## src/design/mtfb_pkg.sv

```systemverilog
// ----------------------------------------------------------------------------
// mtfb_pkg
// Payload types, command/status bundles and fixed constants of the filter bank.
// ----------------------------------------------------------------------------
`timescale 1ns / 1ps

package mtfb_pkg;

	localparam int POWER_W  = 32;
	localparam int ENERGY_W = 48;
	localparam int EDGE_W   = 17;
	localparam int FRAC_W   = 6;
	localparam int FNUM_W   = 6;

	// Edge selector relative to the current filter
	localparam logic [1:0] EDGE_SEL_LOW  = 2'd0;
	localparam logic [1:0] EDGE_SEL_MID  = 2'd1;
	localparam logic [1:0] EDGE_SEL_HIGH = 2'd2;

	// Configuration register indexes
	localparam logic CFG_FIRST = 1'b0;
	localparam logic CFG_COUNT = 1'b1;

	typedef struct packed {
		logic                mode;
		logic [FNUM_W-1:0]   edge_index;
		logic [EDGE_W-1:0]   edge_position;
		logic [POWER_W-1:0]  power_value;
		logic                last_bin;
	} mtfb_in_t;

	typedef struct packed {
		logic [ENERGY_W-1:0] filter_energy;
		logic [FNUM_W-1:0]   filter_number;
		logic                last_result;
	} mtfb_out_t;

	typedef struct packed {
		logic              edge_wr;
		logic              bin_load;
		logic              edge_rd;
		logic [1:0]        edge_sel;
		logic              cap_low;
		logic              low_zero;
		logic              cap_mid;
		logic              cap_high;
		logic              eval;
		logic              mul;
		logic              div_step;
		logic              take_div;
		logic              acc_rd;
		logic              acc_wr;
		logic              emit_ld;
		logic              last_flag;
		logic              frame_clr;
		logic [FNUM_W-1:0] filt;
	} mtfb_cmd_t;

	typedef struct packed {
		logic bins_full;
		logic skip;
		logic center;
		logic div_done;
		logic out_free;
	} mtfb_stat_t;

endpackage

```

## src/design/mtfb_ctrl.sv

```systemverilog
// ----------------------------------------------------------------------------
// mtfb_ctrl
// Sequencer: edge loads, per-filter accumulate walk, frame emission.
// ----------------------------------------------------------------------------
`timescale 1ns / 1ps

module mtfb_ctrl import mtfb_pkg::*; #(
	parameter int MAX_FILTERS = 32
) (
	input  logic       clk,
	input  logic       arst_n,
	input  logic       in_valid,
	output logic       in_ready,
	input  logic       in_mode,
	input  logic       in_last,
	input  logic       cfg_valid,
	input  logic       cfg_index,
	input  logic [5:0] cfg_data,
	output mtfb_cmd_t  cmd,
	input  mtfb_stat_t stat
);

	localparam logic [3:0] S_IDLE   = 4'd0;
	localparam logic [3:0] S_RLO    = 4'd1;
	localparam logic [3:0] S_RMID   = 4'd2;
	localparam logic [3:0] S_RHI    = 4'd3;
	localparam logic [3:0] S_CAPH   = 4'd4;
	localparam logic [3:0] S_EVAL   = 4'd5;
	localparam logic [3:0] S_MUL    = 4'd6;
	localparam logic [3:0] S_DIV    = 4'd7;
	localparam logic [3:0] S_ACC_RD = 4'd8;
	localparam logic [3:0] S_ACC_WR = 4'd9;
	localparam logic [3:0] S_E_RD   = 4'd10;
	localparam logic [3:0] S_E_LD   = 4'd11;
	localparam logic [3:0] S_FIN    = 4'd12;

	localparam logic [6:0] MF7 = 7'(MAX_FILTERS);

	logic [3:0]        state_q, state_d;
	logic [FNUM_W-1:0] filt_q, filt_d;
	logic              last_q, last_d;
	logic [5:0]        first_q, count_q;
	logic [FNUM_W-1:0] lo, hi;
	logic [5:0]        n_eff;
	logic [6:0]        end7;
	logic              accept;

	// Clamp the configured range
	always_comb begin
		if (first_q == 6'd0)
			lo = 6'd1;
		else if ({1'b0, first_q} > MF7)
			lo = MF7[5:0];
		else
			lo = first_q;
		n_eff = (count_q == 6'd0) ? 6'd1 : count_q;
		end7  = {1'b0, lo} + {1'b0, n_eff} - 7'd1;
		hi    = (end7 > MF7) ? MF7[5:0] : end7[5:0];
	end

	always_ff @(posedge clk or negedge arst_n) begin
		if (!arst_n) begin
			first_q <= 6'd1;
			count_q <= 6'd24;
		end else if (cfg_valid) begin
			if (cfg_index == CFG_FIRST)
				first_q <= cfg_data;
			else
				count_q <= cfg_data;
		end
	end

	assign in_ready = (state_q == S_IDLE);
	assign accept   = in_valid && in_ready;

	always_comb begin
		state_d = state_q;
		filt_d  = filt_q;
		last_d  = last_q;
		cmd     = '0;
		cmd.filt      = filt_q;
		cmd.last_flag = (filt_q == hi);
		case (state_q)
			S_IDLE: begin
				if (accept) begin
					if (!in_mode) begin
						cmd.edge_wr = 1'b1;
					end else begin
						cmd.bin_load = 1'b1;
						last_d       = in_last;
						filt_d       = lo;
						if (!stat.bins_full)
							state_d = S_RLO;
						else if (in_last)
							state_d = S_E_RD;
					end
				end
			end
			S_RLO: begin
				cmd.edge_rd  = 1'b1;
				cmd.edge_sel = EDGE_SEL_LOW;
				state_d      = S_RMID;
			end
			S_RMID: begin
				cmd.edge_rd  = 1'b1;
				cmd.edge_sel = EDGE_SEL_MID;
				cmd.cap_low  = 1'b1;
				cmd.low_zero = (filt_q == 6'd1);
				state_d      = S_RHI;
			end
			S_RHI: begin
				cmd.edge_rd  = 1'b1;
				cmd.edge_sel = EDGE_SEL_HIGH;
				cmd.cap_mid  = 1'b1;
				state_d      = S_CAPH;
			end
			S_CAPH: begin
				cmd.cap_high = 1'b1;
				state_d      = S_EVAL;
			end
			S_EVAL: begin
				cmd.eval = 1'b1;
				if (stat.skip) begin
					if (filt_q == hi) begin
						filt_d  = lo;
						state_d = last_q ? S_E_RD : S_IDLE;
					end else begin
						filt_d  = filt_q + 6'd1;
						state_d = S_RLO;
					end
				end else if (stat.center) begin
					state_d = S_ACC_RD;
				end else begin
					state_d = S_MUL;
				end
			end
			S_MUL: begin
				cmd.mul = 1'b1;
				state_d = S_DIV;
			end
			S_DIV: begin
				if (stat.div_done) begin
					cmd.take_div = 1'b1;
					state_d      = S_ACC_RD;
				end else begin
					cmd.div_step = 1'b1;
				end
			end
			S_ACC_RD: begin
				cmd.acc_rd = 1'b1;
				state_d    = S_ACC_WR;
			end
			S_ACC_WR: begin
				cmd.acc_wr = 1'b1;
				if (filt_q == hi) begin
					filt_d  = lo;
					state_d = last_q ? S_E_RD : S_IDLE;
				end else begin
					filt_d  = filt_q + 6'd1;
					state_d = S_RLO;
				end
			end
			S_E_RD: begin
				cmd.acc_rd = 1'b1;
				state_d    = S_E_LD;
			end
			S_E_LD: begin
				if (stat.out_free) begin
					cmd.emit_ld = 1'b1;
					if (filt_q == hi) begin
						state_d = S_FIN;
					end else begin
						filt_d  = filt_q + 6'd1;
						state_d = S_E_RD;
					end
				end
			end
			S_FIN: begin
				cmd.frame_clr = 1'b1;
				filt_d        = 6'd1;
				state_d       = S_IDLE;
			end
			default: begin
				state_d = S_IDLE;
			end
		endcase
	end

	always_ff @(posedge clk or negedge arst_n) begin
		if (!arst_n) begin
			state_q <= S_IDLE;
			filt_q  <= 6'd1;
			last_q  <= 1'b0;
		end else begin
			state_q <= state_d;
			filt_q  <= filt_d;
			last_q  <= last_d;
		end
	end

endmodule

```

## src/design/mtfb_dp.sv

```systemverilog
// ----------------------------------------------------------------------------
// mtfb_dp
// Edge memory, weight multiply, serial divider, accumulators, output register.
// ----------------------------------------------------------------------------
`timescale 1ns / 1ps

module mtfb_dp import mtfb_pkg::*; #(
	parameter int MAX_FILTERS = 32,
	parameter int MAX_BINS    = 1024
) (
	input  logic       clk,
	input  logic       arst_n,
	input  mtfb_in_t   in_data,
	input  mtfb_cmd_t  cmd,
	output mtfb_stat_t stat,
	output logic       out_valid,
	input  logic       out_ready,
	output mtfb_out_t  out_data
);

	localparam int AW_E  = $clog2(MAX_FILTERS + 1);
	localparam int AW_A  = $clog2(MAX_FILTERS);
	localparam int BW    = $clog2(MAX_BINS + 1);
	localparam int POS_W = BW + FRAC_W;
	localparam int PW    = POWER_W + POS_W;
	localparam int CW    = $clog2(PW + 1);

	logic [EDGE_W-1:0]   edge_mem [MAX_FILTERS+1];
	logic [ENERGY_W-1:0] acc_mem  [MAX_FILTERS];
	logic [MAX_FILTERS-1:0] vld_q;

	logic [EDGE_W-1:0]   edge_rd_q;
	logic [ENERGY_W-1:0] acc_rd_q;
	logic                acc_vld_q;
	logic [BW-1:0]       bin_q;
	logic [POS_W-1:0]    pos_q, low_q, mid_q, high_q, dist_q, span_q, rem_q;
	logic [POWER_W-1:0]  power_q, add_q;
	logic [PW-1:0]       dq_q;
	logic [CW-1:0]       cnt_q;
	mtfb_out_t           out_q;
	logic                out_valid_q;

	logic [6:0]          edge_addr7;
	logic [AW_E-1:0]     edge_addr;
	logic [AW_A-1:0]     acc_addr;
	logic [6:0]          wr_idx7;
	logic                rising;
	logic [POS_W:0]      trial;
	logic [ENERGY_W:0]   sum;
	logic [ENERGY_W-1:0] acc_cur;

	assign edge_addr7 = {1'b0, cmd.filt} + {5'd0, cmd.edge_sel} - 7'd2;
	assign edge_addr  = edge_addr7[AW_E-1:0];
	assign acc_addr   = AW_A'(cmd.filt - 6'd1);
	assign wr_idx7    = {1'b0, in_data.edge_index} - 7'd1;

	// Edge memory
	always_ff @(posedge clk) begin
		if (cmd.edge_wr && in_data.edge_index != 6'd0
				&& {1'b0, in_data.edge_index} <= 7'(MAX_FILTERS + 1))
			edge_mem[wr_idx7[AW_E-1:0]] <= in_data.edge_position;
		if (cmd.edge_rd)
			edge_rd_q <= edge_mem[edge_addr];
	end

	// Bin position and power
	assign stat.bins_full = (bin_q == BW'(MAX_BINS));

	always_ff @(posedge clk or negedge arst_n) begin
		if (!arst_n) begin
			bin_q <= '0;
		end else if (cmd.frame_clr) begin
			bin_q <= '0;
		end else if (cmd.bin_load && !stat.bins_full) begin
			bin_q <= bin_q + BW'(1);
		end
	end

	always_ff @(posedge clk) begin
		if (cmd.bin_load) begin
			pos_q   <= {bin_q + BW'(1), {FRAC_W{1'b0}}};
			power_q <= in_data.power_value;
		end
		if (cmd.cap_low)
			low_q <= cmd.low_zero ? '0 : POS_W'(edge_rd_q);
		if (cmd.cap_mid)
			mid_q <= POS_W'(edge_rd_q);
		if (cmd.cap_high)
			high_q <= POS_W'(edge_rd_q);
	end

	// Triangle classification
	assign stat.skip   = (pos_q <= low_q) || (pos_q >= high_q);
	assign stat.center = (pos_q == mid_q);
	assign rising      = (pos_q < mid_q);

	// Multiply then restoring divide, one quotient bit per cycle
	assign trial         = {rem_q, dq_q[PW-1]};
	assign stat.div_done = (cnt_q == CW'(PW));

	always_ff @(posedge clk) begin
		if (cmd.eval) begin
			dist_q <= rising ? pos_q - low_q : high_q - pos_q;
			span_q <= rising ? mid_q - low_q : high_q - mid_q;
			add_q  <= power_q;
		end
		if (cmd.mul) begin
			dq_q  <= {{(PW-POWER_W){1'b0}}, power_q} * {{(PW-POS_W){1'b0}}, dist_q};
			rem_q <= '0;
			cnt_q <= '0;
		end else if (cmd.div_step) begin
			if (trial >= {1'b0, span_q}) begin
				rem_q <= POS_W'(trial - {1'b0, span_q});
				dq_q  <= {dq_q[PW-2:0], 1'b1};
			end else begin
				rem_q <= trial[POS_W-1:0];
				dq_q  <= {dq_q[PW-2:0], 1'b0};
			end
			cnt_q <= cnt_q + CW'(1);
		end
		if (cmd.take_div)
			add_q <= dq_q[POWER_W-1:0];
	end

	// Accumulators; an entry without its valid bit reads as zero
	assign acc_cur = acc_vld_q ? acc_rd_q : '0;
	assign sum     = {1'b0, acc_cur} + {{(ENERGY_W-POWER_W+1){1'b0}}, add_q};

	always_ff @(posedge clk) begin
		if (cmd.acc_rd) begin
			acc_rd_q  <= acc_mem[acc_addr];
			acc_vld_q <= vld_q[acc_addr];
		end
		if (cmd.acc_wr)
			acc_mem[acc_addr] <= sum[ENERGY_W] ? {ENERGY_W{1'b1}} : sum[ENERGY_W-1:0];
	end

	always_ff @(posedge clk or negedge arst_n) begin
		if (!arst_n) begin
			vld_q <= '0;
		end else if (cmd.frame_clr) begin
			vld_q <= '0;
		end else if (cmd.acc_wr) begin
			vld_q[acc_addr] <= 1'b1;
		end
	end

	// Output register
	assign stat.out_free = !out_valid_q || out_ready;

	always_ff @(posedge clk or negedge arst_n) begin
		if (!arst_n) begin
			out_valid_q <= 1'b0;
		end else if (cmd.emit_ld) begin
			out_valid_q <= 1'b1;
		end else if (out_ready) begin
			out_valid_q <= 1'b0;
		end
	end

	always_ff @(posedge clk) begin
		if (cmd.emit_ld) begin
			out_q.filter_energy <= acc_cur;
			out_q.filter_number <= cmd.filt;
			out_q.last_result   <= cmd.last_flag;
		end
	end

	assign out_valid = out_valid_q;
	assign out_data  = out_q;

endmodule

```

## src/design/mel_triangular_filterbank_top.sv

```systemverilog
// ----------------------------------------------------------------------------
// mel_triangular_filterbank_top
// Triangular mel filter bank over one frame of power-spectrum bins.
// ----------------------------------------------------------------------------
// Usage:
//  - cfg channel (cfg_valid/cfg_ready, cfg_index, cfg_data) sets the start
//    filter (index 0) and filter_count (index 1); always ready, write while idle.
//  - in channel carries mode-0 edge loads (taken while staying idle) and mode-1 bins.
//    Edges 1..MAX_FILTERS+1 must be loaded before bins refer to them.
//  - Per bin, after the accept cycle, each filter of the range is walked in
//    turn: edges read and captured; a filter the bin misses ends there, a
//    centre goes to the accumulate, a slope first to a multiply and the
//    serial restoring divider, which sets the rate. One item in flight at
//    a time; in_ready is high only while the sequencer is idle.
//  - On a last bin, results for the range follow, each read from the
//    accumulators and loaded into the output register, in ascending filter
//    order, last_result on the final one; the frame is then cleared. A
//    stalled receiver holds the output register and the walk.
//  - Reset clears accumulators (per-entry valid bits), bin count and config
//    to start filter 1, filter_count 24. The edge memory is not cleared.
// ----------------------------------------------------------------------------
`timescale 1ns / 1ps

module mel_triangular_filterbank_top import mtfb_pkg::*; #(
	parameter int MAX_FILTERS = 32,
	parameter int MAX_BINS    = 1024
) (
	input  logic       clk,
	input  logic       arst_n,
	input  logic       in_valid,
	output logic       in_ready,
	input  mtfb_in_t   in_data,
	output logic       out_valid,
	input  logic       out_ready,
	output mtfb_out_t  out_data,
	input  logic       cfg_valid,
	output logic       cfg_ready,
	input  logic       cfg_index,
	input  logic [5:0] cfg_data
);

	mtfb_cmd_t  cmd;
	mtfb_stat_t stat;

	// Registers take a write in any cycle
	assign cfg_ready = 1'b1;

	mtfb_ctrl #(
		.MAX_FILTERS(MAX_FILTERS)
	) u_ctrl (
		.clk      (clk),
		.arst_n   (arst_n),
		.in_valid (in_valid),
		.in_ready (in_ready),
		.in_mode  (in_data.mode),
		.in_last  (in_data.last_bin),
		.cfg_valid(cfg_valid),
		.cfg_index(cfg_index),
		.cfg_data (cfg_data),
		.cmd      (cmd),
		.stat     (stat)
	);

	mtfb_dp #(
		.MAX_FILTERS(MAX_FILTERS),
		.MAX_BINS   (MAX_BINS)
	) u_dp (
		.clk      (clk),
		.arst_n   (arst_n),
		.in_data  (in_data),
		.cmd      (cmd),
		.stat     (stat),
		.out_valid(out_valid),
		.out_ready(out_ready),
		.out_data (out_data)
	);

endmodule

```

## config.mk

```make
export PLATFORM = sky130hd
export DESIGN_NAME = mel_triangular_filterbank_top
export DESIGN_NICKNAME = d
export VERILOG_FILES = /design/src/design/mtfb_pkg.sv /design/src/design/mtfb_ctrl.sv /design/src/design/mtfb_dp.sv /design/src/design/mel_triangular_filterbank_top.sv
export SDC_FILE = /design/constraint.sdc
export NUM_CORES = 2
export LEC_CHECK = 0
export ABC_AREA = 1
export ABC_CLOCK_PERIOD_IN_PS = 7100
export BUFFER_PORTS_ARGS = -buffer_cell sky130_fd_sc_hd__buf_2
export CORE_AREA = 3 3 475 477
export DETAILED_ROUTE_END_ITERATION = 8
export DIE_AREA = 0 0 478 480
export GPL_TIMING_DRIVEN = 0
export HOLD_SLACK_MARGIN = 0.1
export PLACE_DENSITY = 0.72
export REMOVE_ABC_BUFFERS = 1
export SLEW_MARGIN = 30
export SYNTH_ARGS = -nofsm -noshare
export SYNTH_HDL_FRONTEND = slang
export SYNTH_SLANG_ARGS = --single-unit
```

## constraint.sdc

```tcl
create_clock -name clk -period 7.1 [get_ports clk]
set_input_delay 0.355 -clock clk [delete_from_list [all_inputs] [get_ports clk]]
set_output_delay 0.355 -clock clk [all_outputs]
set_load 0.02 [all_outputs]
```

==> flow_summary_export.csv <==
group,metric,value,unit
outcome,status,"finished, final reports clean",
routing,routed_wl,355,mm
yosys,synth.ff_latch_count,2517,
clocking,max-clock-path-buffers,3,
critical_path,crit_family,"adder cells",
yosys,synth_top_cell_area_share,0.598,
yosys,ys_seq_area_frac,0.616,
global_routing,grt_pass1_wl,525,mm
yosys,synth_warnings,0,
global_routing,grt_max_degree,131,
routing,vias,87000,
floorplanning,initial_utilization,0.549,
clocking,cts_htree_levels,4,
placed_design,dp_hpwl,238,mm
timing,relSlewSlack,0.318,
placed_design,gp_congestion,0.926,
yosys,synth.largest_area_cell,"edfxtp_1",
min_path,hp-class,"in2reg",
cells_and_area,fin_util,0.634,
routing,wl_per_cell,25.2,um
routing,wl_met2,165,mm
timing,hold_ws,197,ps
routing,top_layer,"met5",
critical_path,crit_buf_inv,3,
run,maxCapViolCount,0,
yosys,netlist_area,122000,um^2
routing,dr_wl_met3,38.5,mm
yosys,syn_area_per_cell,11.4,um^2
critical_path,crit_path_frequent_cell,"fa_1",
floorplanning,core,222000,um^2
yosys,synthTopCellsByArea,"edfxtp_1, fa_1, o21ai_0, nor2_1, nand2_1",
floorplanning,die_w,478,um
timing,fmax,146,MHz
clocking,cts.sinks,2517,
yosys,syn_inst,10700,
critical_path,cp_slowest_cell,"edfxtp_1",
global_routing,grt_use_total,0.304,
critical_path,crit_path_max_incr_delay,990,ps
clocking,clk_pin_slew,60,ps
critical_path,path_cells,"nand2_1, fa_1, fa_1, fa_1, inv_1, fa_1, fa_1, inv_1, fa_1, inv_1, ha_1, a21oi_1, o21ai_0, a21oi_1, a21boi_0, o21ai_0, xnor2_1, o21ai_0",
critical_path,required,7660,ps
cells_and_area,syn2layout_area_growth,15.6,%
critical_path,critPathLaunchType,"register",
cells_and_area,nets,11700,
floorplanning,row_count,173,
timing,drv_slew,0,
routing,avgViaCountPerCell,6.18,
routing,final_antenna_net_count,0,
yosys,yosysMostFrequentCell,"edfxtp_1",
timing,fin_setup_tns,0,ps
timing,tightest_slew,1020,ps
floorplanning,die_y,480,um
routing,wl_met1,130,mm
clocking,cts_buffers,241,
floorplanning,die-area,229000,um^2
yosys,synth-edff-count,2427,
global_routing,antenna_found_initial,7,
yosys,synth-main-ff-cell,"edfxtp_1",
floorplanning,num_io_pins,127,
timing,hold_viol,0,
global_routing,overflow,0,
critical_path,end_kind,"register",
clocking,clk_latency,930,ps
timing,layout_min_cycle_time,6830,ps
routing,drtIter0Drc,11800,
critical_path,path_max_fanout,18,
routing,drc,0,
routing,drtPass1Iterations,8,
yosys,synth.distinct_cells,68,
cells_and_area,drive_gt1_frac,0.0956,
critical_path,path_class,"reg2reg",
yosys,synthTopCellsByCount,"edfxtp_1, nor2_1, o21ai_0",
timing,fin_crit_sh,0.962,
timing,setup_viol,0,
yosys,async_flop_share,0.0266,
clocking,cts-root-buf,"clkbuf_16",
clocking,cts_tree,"built",
placed_design,port_buffers,125,
critical_path,worstPathArrival,7390,ps
global_routing,grt_pass1_vias,86100,
timing,fin_skew,85.1,ps
## cells in the final DEF (no fill, tap or decap), types with 24 or more instances in the layout
cell and instances:
edfxtp_1 2427, nor2_1 1431, o21ai_0 1282, nand2_1 1202, inv_1 1189, fa_1 455, o22ai_1 386, ha_1 268
a21oi_1 253, clkbuf_16 244, nand3_1 197, buf_16 175, a22oi_1 170, buf_2 127, o221ai_1 119, nand4_1 86
nor2_4 72, dlygate4sd3_1 65, xor2_1 64, buf_6 64, dfrtp_1 63, buf_4 57, clkinv_1 56, xnor2_1 46
clkbuf_1 45, buf_8 41, clkinv_2 39, o211ai_1 32, buf_12 32, a31oi_1 30, nor3_1 29, bufinv_16 29
or2_2 27, mux2_2 24
## area by class of cell
cell class	count	area, um^2
fill	15900	81100
sequential	2517	75000
multi-input combinational	6370	40800
timing repair buffer	561	8510
clock buffer	293	6330
inverter	1211	4580
tap	2975	3720
clock inverter	158	1760
antenna	6	15.0
## flip-flops by register name, indices dropped and copies added (netlist names), 17 cells and up
| name | cells |
|---|---|
| u_dp.acc_mem | 1536 |
| u_dp.edge_mem | 561 |
| u_dp.out_data | 55 |
| u_dp.dq_q | 49 |
| u_dp.acc_rd_q | 48 |
| u_dp.add_q | 32 |
| u_dp.power_q | 32 |
| u_dp.vld_q | 32 |
| u_dp.dist_q | 17 |
| u_dp.edge_rd_q | 17 |
| u_dp.high_q | 17 |
| u_dp.low_q | 17 |
| u_dp.mid_q | 17 |
| u_dp.rem_q | 17 |
| u_dp.span_q | 17 |
## final timing paths
| path | from | end | cells after the start | slack [ps] |
|---|---|---|---|---|
| max | u_dp.power_q[22] | u_dp.dq_q[29] | 18 | 270 |
| min | in_data[13] | u_dp.power_q[12] | 2 | 200 |
| max reg2reg | u_dp.power_q[22] | u_dp.dq_q[29] | 18 | 270 |
| min reg2reg | u_dp.edge_rd_q[0] | u_dp.mid_q[0] | 0 | 450 |
| max in group asynchronous | arst_n | u_ctrl.first_q[1] | 4 | 5990 |
| min in group asynchronous | arst_n | u_ctrl.count_q[5] | 4 | 620 |
## metrics by stage
stage | worst slack [ps] | std cells | cell area [um^2]
after global placement | -86230 | 13200 | 124000
after global routing | -0.520 | 14100 | 141000
after CTS | 42.4 | 14000 | 140000
final | 272 | 14100 | 141000
after floorplan | -28870 | 10100 | 120000
after detailed placement | 132 | 13500 | 131000
## per-layer routing
layer	vias up	GRT usage
met2	5511	0.483
met1	42600	0.397
li1	37700	-
met5	-	0
met4	6	0.169
met3	1245	0.0593
## repair_timing
item / CTS / global route
resized for setup: 0 / 1
endpoints found under the setup margin: 0 / 17
hold buffers: 66 / 0
endpoints found under the hold margin: 681 / 0
setup buffers: 0 / 51
## cells by family after synthesis
family                     share of synthesized area
AOI/OAI and AO/OA                              0.112
xor gates and xnor gates                     0.00862
adders and majority gates                      0.103
buffers and inverters                         0.0552
DFF                                            0.616
muxes                                        0.00271
other                                      0.0000308
and+or+nand+nor                                0.103
Power is not shown: default switching activity piles up to over one toggle a cycle in this logic, so the estimate is an artifact.
